===== config.mk =====
export PLATFORM = sky130hd
export DESIGN_NAME = mbrc_frame
export DESIGN_NICKNAME = d
export VERILOG_FILES = /design/src/mbrc_pkg.sv /design/src/mbrc_frame.sv
export SDC_FILE = /design/constraint.sdc
export NUM_CORES = 1
export LEC_CHECK = 0
export ABC_AREA = 0
export BUFFER_PORTS_ARGS = -buffer_cell sky130_fd_sc_hd__buf_2
export CAP_MARGIN = 40
export CORE_ASPECT_RATIO = 0.5
export CORE_MARGIN = 3
export CORE_UTILIZATION = 45
export DETAILED_ROUTE_END_ITERATION = 12
export GPL_TIMING_DRIVEN = 0
export PLACE_DENSITY = 0.68
export SLEW_MARGIN = 40
export SYNTH_ARGS = -nofsm -noshare
export SYNTH_HDL_FRONTEND = slang
export SYNTH_SLANG_ARGS = --single-unit
export TNS_END_PERCENT = 30

===== constraint.sdc =====
create_clock -name clk -period 3.75 [get_ports clk]
set_input_delay 0.5625 -clock clk [delete_from_list [all_inputs] [get_ports clk]]
set_output_delay 0.5625 -clock clk [all_outputs]
set_load 0.02 [all_outputs]

===== src/mbrc_pkg.sv =====
package mbrc_pkg;

  localparam logic [1:0] CMD_START = 2'd0;
  localparam logic [1:0] CMD_BYTE  = 2'd1;
  localparam logic [1:0] CMD_TICK  = 2'd2;

  localparam logic [1:0] REG_SLAVE_ADDRESS = 2'd0;
  localparam logic [1:0] REG_TIMEOUT_TICKS = 2'd1;

  localparam logic [2:0] ST_OK        = 3'd0;
  localparam logic [2:0] ST_NO_REPLY  = 3'd1;
  localparam logic [2:0] ST_INCOMPL   = 3'd2;
  localparam logic [2:0] ST_CRC_BAD   = 3'd3;
  localparam logic [2:0] ST_WRONG_SLV = 3'd4;
  localparam logic [2:0] ST_EXCEPTION = 3'd5;
  localparam logic [2:0] ST_WRONG_FN  = 3'd6;

  localparam logic [0:0] KIND_PAYLOAD = 1'b0;
  localparam logic [0:0] KIND_STATUS  = 1'b1;

  localparam logic [15:0] CRC_INIT = 16'hFFFF;
  localparam logic [15:0] CRC_POLY = 16'hA001;
  localparam logic [7:0]  FN_READ_HOLDING = 8'h03;
  localparam logic [7:0]  FN_READ_INPUT   = 8'h04;
  localparam logic [8:0]  LEN_EXCEPTION   = 9'd5;
  localparam logic [8:0]  LEN_WRITE       = 9'd8;
  localparam logic [8:0]  LEN_READ_EXTRA  = 9'd5;
  localparam logic [15:0] TIMEOUT_RESET   = 16'd1000;
  localparam logic [7:0]  SLAVE_RESET     = 8'd1;

  typedef struct packed {
    logic [0:0] kind;
    logic [7:0] data_byte;
    logic [2:0] status;
    logic [7:0] exception_code;
    logic [8:0] bytes_seen;
    logic [0:0] last;
  } res_t;

  function automatic logic [15:0] crc_byte(input logic [15:0] crc, input logic [7:0] b);
    logic [15:0] c;
    c = crc ^ {8'h00, b};
    for (int k = 0; k < 8; k++) begin
      if (c[0]) begin
        c = (c >> 1) ^ CRC_POLY;
      end else begin
        c = c >> 1;
      end
    end
    return c;
  endfunction

endpackage


===== src/mbrc_frame.sv =====
module mbrc_frame (
  input  logic                clk,
  input  logic                rst_n,
  input  logic                accept,
  input  logic [1:0]          cmd,
  input  logic [7:0]          expected_function,
  input  logic [7:0]          rx_byte,
  input  logic [7:0]          slave_address,
  input  logic [15:0]         timeout_ticks,
  output logic                res_vld,
  output mbrc_pkg::res_t      res
);
  import mbrc_pkg::*;

  logic        armed_r, armed_nxt;
  logic [7:0]  want_r, want_nxt;
  logic [8:0]  idx_r, idx_nxt;
  logic [8:0]  flen_r, flen_nxt;
  logic [15:0] crc_r, crc_nxt;
  logic [7:0]  tail_r, tail_nxt;
  logic [7:0]  first_r, first_nxt;
  logic [7:0]  resp_r, resp_nxt;
  logic [7:0]  exc_r, exc_nxt;
  logic [15:0] cnt_r, cnt_nxt;

  logic        is_read;
  logic [8:0]  flen_new;
  logic [9:0]  idx_plus2;
  logic [8:0]  seen;
  logic [15:0] cnt_dec;
  logic [15:0] crc_upd;

  assign is_read   = (want_r == FN_READ_HOLDING) || (want_r == FN_READ_INPUT);
  assign idx_plus2 = {1'b0, idx_r} + 10'd2;
  assign seen      = idx_r + 9'd1;
  assign cnt_dec   = (cnt_r != 16'd0) ? cnt_r - 16'd1 : 16'd0;
  assign crc_upd   = crc_byte(crc_r, rx_byte);

  always_comb begin
    flen_new = flen_r;
    if (idx_r == 9'd1) begin
      if (rx_byte[7]) begin
        flen_new = LEN_EXCEPTION;
      end else if (!is_read) begin
        flen_new = LEN_WRITE;
      end
    end else if (idx_r == 9'd2 && !resp_r[7] && is_read) begin
      flen_new = {1'b0, rx_byte} + LEN_READ_EXTRA;
    end
  end

  always_comb begin
    armed_nxt = armed_r;
    want_nxt  = want_r;
    idx_nxt   = idx_r;
    flen_nxt  = flen_r;
    crc_nxt   = crc_r;
    tail_nxt  = tail_r;
    first_nxt = first_r;
    resp_nxt  = resp_r;
    exc_nxt   = exc_r;
    cnt_nxt   = cnt_r;
    res_vld   = 1'b0;
    res       = '0;
    if (accept) begin
      unique case (cmd)
        CMD_START: begin
          armed_nxt = 1'b1;
          want_nxt  = expected_function;
          idx_nxt   = 9'd0;
          flen_nxt  = 9'd0;
          crc_nxt   = CRC_INIT;
          tail_nxt  = 8'd0;
          first_nxt = 8'd0;
          resp_nxt  = 8'd0;
          exc_nxt   = 8'd0;
          cnt_nxt   = timeout_ticks;
        end
        CMD_TICK: begin
          if (armed_r) begin
            cnt_nxt = cnt_dec;
            if (cnt_dec == 16'd0) begin
              armed_nxt      = 1'b0;
              res_vld        = 1'b1;
              res.kind       = KIND_STATUS;
              res.status     = (idx_r == 9'd0) ? ST_NO_REPLY : ST_INCOMPL;
              res.bytes_seen = idx_r;
              res.last       = 1'b1;
            end
          end
        end
        CMD_BYTE: begin
          if (armed_r) begin
            idx_nxt  = seen;
            flen_nxt = flen_new;
            if (idx_r == 9'd0) begin
              first_nxt = rx_byte;
            end else if (idx_r == 9'd1) begin
              resp_nxt = rx_byte;
            end else if (idx_r == 9'd2 && resp_r[7]) begin
              exc_nxt = rx_byte;
            end
            if (idx_r < 9'd2 || idx_plus2 < {1'b0, flen_new}) begin
              crc_nxt = crc_upd;
              if (idx_r >= 9'd2) begin
                res_vld        = 1'b1;
                res.kind       = KIND_PAYLOAD;
                res.data_byte  = rx_byte;
                res.bytes_seen = seen;
              end
            end else if (idx_plus2 == {1'b0, flen_new}) begin
              tail_nxt = rx_byte;
            end else begin
              armed_nxt      = 1'b0;
              res_vld        = 1'b1;
              res.kind       = KIND_STATUS;
              res.bytes_seen = seen;
              res.last       = 1'b1;
              priority if ({rx_byte, tail_r} != crc_r) begin
                res.status = ST_CRC_BAD;
              end else if (first_r != slave_address) begin
                res.status = ST_WRONG_SLV;
              end else if (resp_r[7]) begin
                res.status         = ST_EXCEPTION;
                res.exception_code = exc_r;
              end else if (resp_r != want_r) begin
                res.status = ST_WRONG_FN;
              end else begin
                res.status = ST_OK;
              end
            end
          end
        end
        default: begin
        end
      endcase
    end
  end

  always_ff @(posedge clk) begin
    if (!rst_n) begin
      armed_r <= 1'b0;
    end else begin
      armed_r <= armed_nxt;
    end
  end

  always_ff @(posedge clk) begin
    want_r  <= want_nxt;
    idx_r   <= idx_nxt;
    flen_r  <= flen_nxt;
    crc_r   <= crc_nxt;
    tail_r  <= tail_nxt;
    first_r <= first_nxt;
    resp_r  <= resp_nxt;
    exc_r   <= exc_nxt;
    cnt_r   <= cnt_nxt;
  end

endmodule


==> results of run 1 <==
critical path: stages (launching register included):
cell and delay (ns):
sky130_fd_sc_hd__edfxtp_1 0.42, sky130_fd_sc_hd__buf_6 0.18, sky130_fd_sc_hd__nor3_4 0.30, sky130_fd_sc_hd__buf_4 0.18, sky130_fd_sc_hd__nand4_1 0.18, sky130_fd_sc_hd__nor3_2 0.25
sky130_fd_sc_hd__or3_1 0.13, sky130_fd_sc_hd__o211ai_1 0.15, sky130_fd_sc_hd__ha_1 0.36, sky130_fd_sc_hd__a21o_1 0.19, sky130_fd_sc_hd__a21o_1 0.22, sky130_fd_sc_hd__a2111oi_4 0.31
sky130_fd_sc_hd__or3_4 0.20, sky130_fd_sc_hd__nand3_4 0.08, sky130_fd_sc_hd__buf_12 0.18, sky130_fd_sc_hd__o2bb2ai_4 0.15, sky130_fd_sc_hd__buf_6 0.13
cell families after synthesis:
logic type,Yosys count,share of synthesized area
mux,5,0.00905
simple gates,218,0.206
xor+xnor,84,0.129
flops,91,0.469
compound gates,79,0.0935
fa+ha+maj,21,0.0452
buf+inv,64,0.0487
layer usage:
| layer | up-vias | global-route usage |
|---|---|---|
| met1 | 2145 | 0.283 |
| li1 | 2216 | - |
| met4 | 0 | 0.0516 |
| met3 | 18 | 0.0465 |
| met2 | 159 | 0.328 |
| met5 | - | 0 |
through the flow:
step | setup slack, ns | instances
after global routing | -0.921 | 840
final | -0.776 | 840
after detailed placement | -0.996 | 797
after floorplan | -0.221 | 562
after CTS | -0.690 | 836
after global placement | -0.956 | 797
power groups by stage:
stage               Combinational [mW]  Clock, mW  Sequential (mW)
floorplan                        0.209          0             1.20
global placement                 0.282          0             1.21
detailed placement               0.290          0             1.21
CTS                              0.319      0.920             1.19
global route                     0.355      0.952             1.19
finish                           0.323      0.915             1.19
cell type report:
type / count / share of cell area
well taps: 165 / 0.0280
multi-input cells: 407 / 0.432
clock buffers: 9 / 0.0305
repair buffers: 100 / 0.0938
flip-flops and latches: 91 / 0.369
clock inverters: 7 / 0.0107
plain buffers: 23 / 0.0163
inverters: 38 / 0.0193
flip-flops by register name, summed over array words and instances, names as in the netlist:
name,count
cnt_r,16
want_r,8
resp_r,8
armed_r,1
crc_r,16
flen_r,9
tail_r,8
exc_r,8
idx_r,9
first_r,8
cells in the mapped netlist (all sizes together), types with 15 or more instances:
| cell | n | area [um^2] |
|---|---|---|
| edfxtp | 90 | 2700 |
| nor2 | 46 | 173 |
| xnor2 | 44 | 385 |
| xor2 | 39 | 342 |
| inv | 38 | 143 |
| nand2 | 36 | 135 |
| and2 | 29 | 181 |
| nand3 | 28 | 145 |
| ha | 21 | 263 |
| a21oi | 20 | 100 |
| clkbuf | 20 | 87.6 |
| o21ai | 15 | 75.1 |
worst max path at each step:
| stage | startpoint | endpoint | slack (ns) | depth (start not counted) |
|---|---|---|---|---|
| 6_report | idx_r[2] | res[8] | -0.78 | 16 |
| 5_1_grt | idx_r[4] | res[8] | -0.92 | 15 |
| 4_1_cts | idx_r[5] | res[9] | -0.69 | 16 |
| 2_1_floorplan | idx_r[5] | crc_r[0] | -0.22 | 12 |
| 3_5_place_dp | idx_r[5] | res[10] | -1.0 | 15 |
| 3_3_place_gp | idx_r[1] | crc_r[7] | -0.96 | 13 |
cells in the final DEF (no fill, tap or decap), drive strengths merged, types with 5 or more instances in the layout:
| cell | synthesis | final |
|---|---|---|
| o2bb2ai | 10 | 10 |
| inv | 38 | 41 |
| and2 | 29 | 29 |
| a21o | 5 | 5 |
| nor3 | 9 | 9 |
| nand2b | 10 | 10 |
| nand2 | 36 | 36 |
| or2b | 6 | 6 |
| buf | 6 | 105 |
| nand3 | 28 | 28 |
| ha | 21 | 21 |
| o21ai | 15 | 15 |
| xnor2 | 44 | 44 |
| and3 | 5 | 5 |
| xor2 | 39 | 39 |
| a21oi | 20 | 20 |
| nand4 | 11 | 11 |
| nor2 | 46 | 46 |
| edfxtp | 90 | 90 |
| nor4 | 13 | 13 |
| clkbuf | 20 | 27 |
what timing repair did:
action                     4_1_cts  5_1_grt
setup buffers                   24        6
hold endpoints to repair         0        0
setup endpoints to repair       56       55
hold buffers                     0        0
pin swaps                       28       16
gates resized for setup         67        4
gates cloned                     0        0
==> summary.txt, run 1 <==
Synthesis
  • Distinct cell type count of the synthesized netlist: 66
  • Average cell area after synthesis: 10.3 um^2
  • Net count after synthesis: 628
  • Flip-flop and latch count after synthesis: 91
  • Cell count after synthesis: 562
  • Sequential element share of the synthesized area: 0.469
  • Top FF cell, synth: sky130_fd_sc_hd__edfxtp_1
  • Async set or reset register ratio after synthesis: 0
  • Area of the mapped netlist: 5810 um^2
  • Number of warnings printed during yosys synthesis: 0
  • EDFF count, synth: 90

Min path
  • Hold-critical path endpoint: want_r[3]
  • Startpoint of the most critical hold path: expected_function[3]
  • Hold path depth: 1
  • Worst min path class: in2reg

GRT
  • Number of global-route vias before repair: 4440
  • Total track usage: 0.204
  • Total grt overflow: 0
  • Global-route wire length before repair: 23200 um
  • Largest net degree at the start of global routing: 20
  • Antenna violations before repair: 0

Setup path
  • WS Path Type: reg2out
  • Signal arrival time at the worst endpoint: 3.96 ns
  • Maximum fanout count along the critical path: 9
  • Depth of the most critical reg-to-reg path: 15
  • Worst Setup Start Kind: flop
  • Worst Setup End Kind: output port
  • Register-to-register setup slack: -0.21 ns
  • Endpoint of the worst register-to-register path: crc_r[0]
  • Reg2Reg Launch Point: idx_r[2]
  • Worst Path Required: 3.19 ns

Detailed routing
  • Wire length on met3: 936 um
  • Total detailed-routing wirelength: 14600 um
  • Final routed DRC violation total: 0
  • Number of antenna-violating nets in the routed design: 0
  • Vias after detailed routing: 4538
  • Mean number of vias per cell: 5.40
  • Top Layer Used: met4
  • Amount of wire on met2 after detailed routing: 6560 um
  • Initial DRC count: 313
  • Routed length per placed instance: 17.4 um
  • 1st-pass router iterations: 5
  • DRT met1 WL: 6850 um

STA
  • Final critical path time including I/O delays and setup: 4.53 ns
  • Min setup slack post-route: -0.776 ns
  • Total negative slack for setup checks: -24.70 ns
  • Slew margin rel.: 0.468
  • Finish-stage setup viols: 55
  • Unrepaired setup endpoints after global routing: true
  • Final Hold Vio Count: 0
  • Achievable clock frequency: 221 MHz
  • Worst-case clock skew: 0.00840 ns
  • Transition time at the pin with the least slew margin: 0.798 ns
  • Final period util: 1.21
  • Final-layout worst hold slack: 0.382 ns
  • Max-slew violation count: 0

Job
  • Max Cap Violations: 0

Power
  • Net Switching: 0.649 mW
  • LEAKAGE: 2.77 nW
  • Fraction of power spent switching nets: 0.268
  • Internal power summed over all cells: 1.78 mW
  • Total power density per cell area: 329 nW/um^2
  • Sequential power share: 0.489
  • Worst-case vdd ir drop: 0.000201 V
  • Relative contribution of combinational cells to total power: 0.133
  • Clock group share of total power: 0.377
  • Post-layout total power: 2.42 mW

Place
  • Post-Place Cell Area: 6580 um^2
  • Routability congestion estimate: 0.865
  • I/O Buffers: 70
  • Total half-perimeter wirelength after legalization and detailed placement: 10100 um

Final layout
  • Inserted Diodes: 0
  • Area added between synthesis and finish: 27.1%
  • Utilization after layout: 0.605
  • Cell area after layout: 7380 um^2
  • Proportion of layout cells with a drive suffix above 1: 0.259
  • Multi-input gate area in the final layout: 3190 um^2
  • Filler cells: 1002
  • Area used by sequential logic in the layout: 2720 um^2
  • Layout net count: 736

Floorplan
  • I/O pin count: 76
  • Placeable core region: 12200 um^2
  • Initial core utilization: 0.476
  • Overall die area: 14400 um^2
  • Die width: 167 um
  • Vertical extent of the die: 86.3 um
  • Floorplan row count: 28

Clock tree
  • Clk sink count: 91
  • Total CTS buffers: 9
  • CTS H-tree lvls: 3
  • Clock input transition at the sequential cells of the worst setup and hold paths: 0.07 ns
  • Number of buffers on the longest clock path: 2
  • Clock Tree Root: sky130_fd_sc_hd__clkbuf_16
  • Clock latency on the worst-skew pair: 0.35 ns
  • TritonCTS clock tree: built

Outcome
  • Violated checks: negative setup slack
  • Outcome: complete, but fails checks
Power figures use the tool's default switching activity.
==> run 2, diff against run 1 <==
--- a/config.mk
+++ b/config.mk
@@ -9,11 +9,11 @@
 export BUFFER_PORTS_ARGS = -buffer_cell sky130_fd_sc_hd__buf_2
 export CAP_MARGIN = 40
 export CORE_ASPECT_RATIO = 0.5
-export CORE_MARGIN = 3
+export CORE_MARGIN = 2
 export CORE_UTILIZATION = 45
 export DETAILED_ROUTE_END_ITERATION = 12
 export GPL_TIMING_DRIVEN = 0
-export PLACE_DENSITY = 0.68
+export PLACE_DENSITY_LB_ADDON = 0.3
 export SLEW_MARGIN = 40
 export SYNTH_ARGS = -nofsm -noshare
 export SYNTH_HDL_FRONTEND = slang
==> constraint.sdc (replaced) <==
create_clock -name clk -period 5.45 [get_ports clk]
set_input_delay 0.8175 -clock clk [delete_from_list [all_inputs] [get_ports clk]]
set_output_delay 0.8175 -clock clk [all_outputs]
set_load 0.02 [all_outputs]
==> run 2 against run 1 <==
- the run now ends clean
- design area down 8.7%
- critical path type unchanged
- routed wire length down 9.4%
- hold slack better by 0.17 ns
- largest cell class unchanged
- via count down 3.0%
- register-to-register slack better by 1.3 ns
- clock skew up 0.0021 ns
- sequential power down 31%
- utilization down 7.2 points
- sequential share of layout area up 3.5 points
==> summary.txt, run 2 (synthesis gave the netlist of run 1 again) <==
Detailed routing
  • Total detailed-routing wirelength: 13200 um (was 14600 um)
  • 1st-pass router iterations: 5 (unchanged)
  • Vias after detailed routing: 4402 (was 4538)
  • Final routed DRC violation total: 0 (unchanged)
  • Initial DRC count: 332 (was 313)
  • Mean number of vias per cell: 5.36 (was 5.40)
  • Routed length per placed instance: 16.1 um (was 17.4 um)
  • Number of antenna-violating nets in the routed design: 0 (unchanged)

Setup path
  • Reg2Reg Launch Point: idx_r[5] (was idx_r[2])
  • Worst Path Required: 4.63 ns (was 3.19 ns)
  • Endpoint of the worst register-to-register path: tail_r[1] (was crc_r[0])
  • Maximum fanout count along the critical path: 10 (was 9)
  • Register-to-register setup slack: 1.13 ns (was -0.21 ns)
  • Signal arrival time at the worst endpoint: 4.43 ns (was 3.96 ns)
  • WS Path Type: reg2out (unchanged)
  • Worst Setup End Kind: output port (unchanged)
  • Worst setup endpoint: res[9] (was res[8])
  • Depth of the most critical reg-to-reg path: 12 (was 15)
  • Launch point of the critical path: idx_r[5] (was idx_r[2])
  • Worst Setup Start Kind: flop (unchanged)

Final layout
  • Most frequent standard cell in the layout excluding fill and tap cells: sky130_fd_sc_hd__edfxtp_1 (unchanged)
  • Layout net count: 712 (was 736)
  • Filler cells: 1165 (was 1002)
  • Registers with the highest flip-flop counts: cnt_r: 16 flops, crc_r: 16 flops (unchanged)
  • Area added between synthesis and finish: 16.0% (was 27.1%)
  • Proportion of layout cells with a drive suffix above 1: 0.187 (was 0.259)
  • Inserted Diodes: 0 (unchanged)
  • Commonest non-fill, non-tap cells in the layout: sky130_fd_sc_hd__edfxtp_1 (90), sky130_fd_sc_hd__buf_2 (70), sky130_fd_sc_hd__nor2_1 (46) (was sky130_fd_sc_hd__edfxtp_1 (90), sky130_fd_sc_hd__buf_2 (48), sky130_fd_sc_hd__nor2_1 (44), sky130_fd_sc_hd__xnor2_1 (44), sky130_fd_sc_hd__buf_4 (40))
  • Cell area after layout: 6740 um^2 (was 7380 um^2)

Power
  • LEAKAGE: 2.58 nW (was 2.77 nW)
  • Post-layout total power: 1.65 mW (was 2.42 mW)
  • Total power density per cell area: 245 nW/um^2 (was 329 nW/um^2)
  • Worst-case vdd ir drop: 0.000176 V (was 0.000201 V)

Floorplan
  • Die width: 165 um (was 167 um)
  • Floorplan row count: 29 (was 28)
  • Placeable core region: 12600 um^2 (was 12200 um^2)
  • I/O pin count: 76 (unchanged)
  • Initial core utilization: 0.460 (was 0.476)
  • Vertical extent of the die: 84.3 um (was 86.3 um)
  • Overall die area: 13900 um^2 (was 14400 um^2)

Place
  • Post-Place Cell Area: 6390 um^2 (was 6580 um^2)
  • I/O Buffers: 70 (unchanged)
  • Total half-perimeter wirelength after legalization and detailed placement: 9880 um (was 10100 um)
  • Routability congestion estimate: 0.875 (was 0.865)

STA
  • Total negative slack for setup checks: 0 ns (was -24.70 ns)
  • Slew margin rel.: 0.481 (was 0.468)
  • Worst-case clock skew: 0.0105 ns (was 0.00840 ns)
  • Transition time at the pin with the least slew margin: 0.778 ns (was 0.798 ns)
  • Unrepaired setup endpoints after global routing: false (was true)
  • Achievable clock frequency: 191 MHz
  • Final critical path time including I/O delays and setup: 5.25 ns
  • Final Hold Vio Count: 0 (unchanged)
  • Max-slew violation count: 0 (unchanged)
  • Final-layout worst hold slack: 0.551 ns (was 0.382 ns)
  • Final period util: 0.963
  • Finish-stage setup viols: 0 (was 55)

GRT
  • Total track usage: 0.196 (was 0.204)
  • Total grt overflow: 0 (unchanged)
  • Largest net degree at the start of global routing: 20 (unchanged)
  • Number of global-route vias before repair: 4136 (was 4440)
  • Antenna violations before repair: 0 (unchanged)
  • Global-route wire length before repair: 21000 um (was 23200 um)

Clock tree
  • Clock Tree Root: sky130_fd_sc_hd__clkbuf_16 (unchanged)
  • Total CTS buffers: 9 (unchanged)
  • TritonCTS clock tree: built (unchanged)
  • Clk sink count: 91 (unchanged)
  • Post-CTS Hold Fix Bufs: 0 (unchanged)
  • Clock input transition at the sequential cells of the worst setup and hold paths: 0.08 ns (was 0.07 ns)
  • CTS H-tree lvls: 3 (unchanged)
  • Number of buffers on the longest clock path: 2 (unchanged)
  • Clock latency on the worst-skew pair: 0.35 ns (about the same)

Outcome
  • Outcome: completed (was complete, but fails checks)

Job
  • Max Cap Violations: 0 (unchanged)

Min path
  • Worst min path class: reg2reg (was in2reg)
## run 2: stage by stage
stage,cells,setup WS (ns),util
after global placement,802,0.361,0.504
after floorplan,562,1.11,-
after CTS,820,0.0297,0.531
after detailed placement,804,0.342,0.506
after global routing,821,0.00302,0.533
final,821,0.204,0.533
## run 2: layout make-up
type                       instances  area, um^2  share of cell area
timing repair buffer              73         377              0.0559
tap                              170         213              0.0316
clock buffer                       9         225              0.0334
inverter                          38         143              0.0212
multi-input combinational        407        2840               0.422
sequential                        91        2720               0.404
buffer                            26         140              0.0208
clock inverter                     7        76.3              0.0113
## run 2: worst min-delay path by stage
stage | startpoint | end | slack (ns) | depth (start not counted)
2_1_floorplan | crc_r[9] | crc_r[1] | 0.53 | 1
3_3_place_gp | crc_r[10] | crc_r[2] | 0.53 | 1
3_5_place_dp | crc_r[11] | crc_r[3] | 0.54 | 1
4_1_cts | crc_r[11] | crc_r[3] | 0.56 | 1
5_1_grt | crc_r[11] | crc_r[3] | 0.57 | 1
6_report | crc_r[11] | crc_r[3] | 0.55 | 1
## run 2: what timing repair did
action	4_1_cts	5_1_grt
resized for setup	1	5
setup buffers	0	1
pin swaps	0	1
setup endpoints to repair	12	31
## run 2: worst max-delay path, stage by stage, from the launching register on
cell and delay [ns]:
sky130_fd_sc_hd__edfxtp_1 0.36, sky130_fd_sc_hd__clkbuf_2 0.19, sky130_fd_sc_hd__nor4_4 0.38, sky130_fd_sc_hd__buf_4 0.19, sky130_fd_sc_hd__nand3_1 0.09, sky130_fd_sc_hd__or3_1 0.36, sky130_fd_sc_hd__mux2_2 0.29, sky130_fd_sc_hd__o32a_1 0.22
sky130_fd_sc_hd__ha_1 0.32, sky130_fd_sc_hd__a21o_1 0.17, sky130_fd_sc_hd__a21o_1 0.19, sky130_fd_sc_hd__a2111oi_0 0.33, sky130_fd_sc_hd__or3_2 0.22, sky130_fd_sc_hd__nand3_2 0.23, sky130_fd_sc_hd__o2bb2ai_1 0.33, sky130_fd_sc_hd__buf_2 0.23
## run 2: routing by layer
metal | up-vias | wire (um) | track usage
li1 | 2164 | - | -
met1 | 2087 | 6580 | 0.285
met2 | 135 | 5730 | 0.304
met3 | 16 | 753 | 0.0390
met4 | 0 | 153 | 0.0419
met5 | - | 0 | 0
## run 2: power by group
| part | leakage, nW | internal (mW) | switching, mW |
|---|---|---|---|
| Clock | 0.149 | 0.326 | 0.307 |
| Sequential | 0.820 | 0.798 | 0.0180 |
| Combinational | 1.61 | 0.0856 | 0.112 |
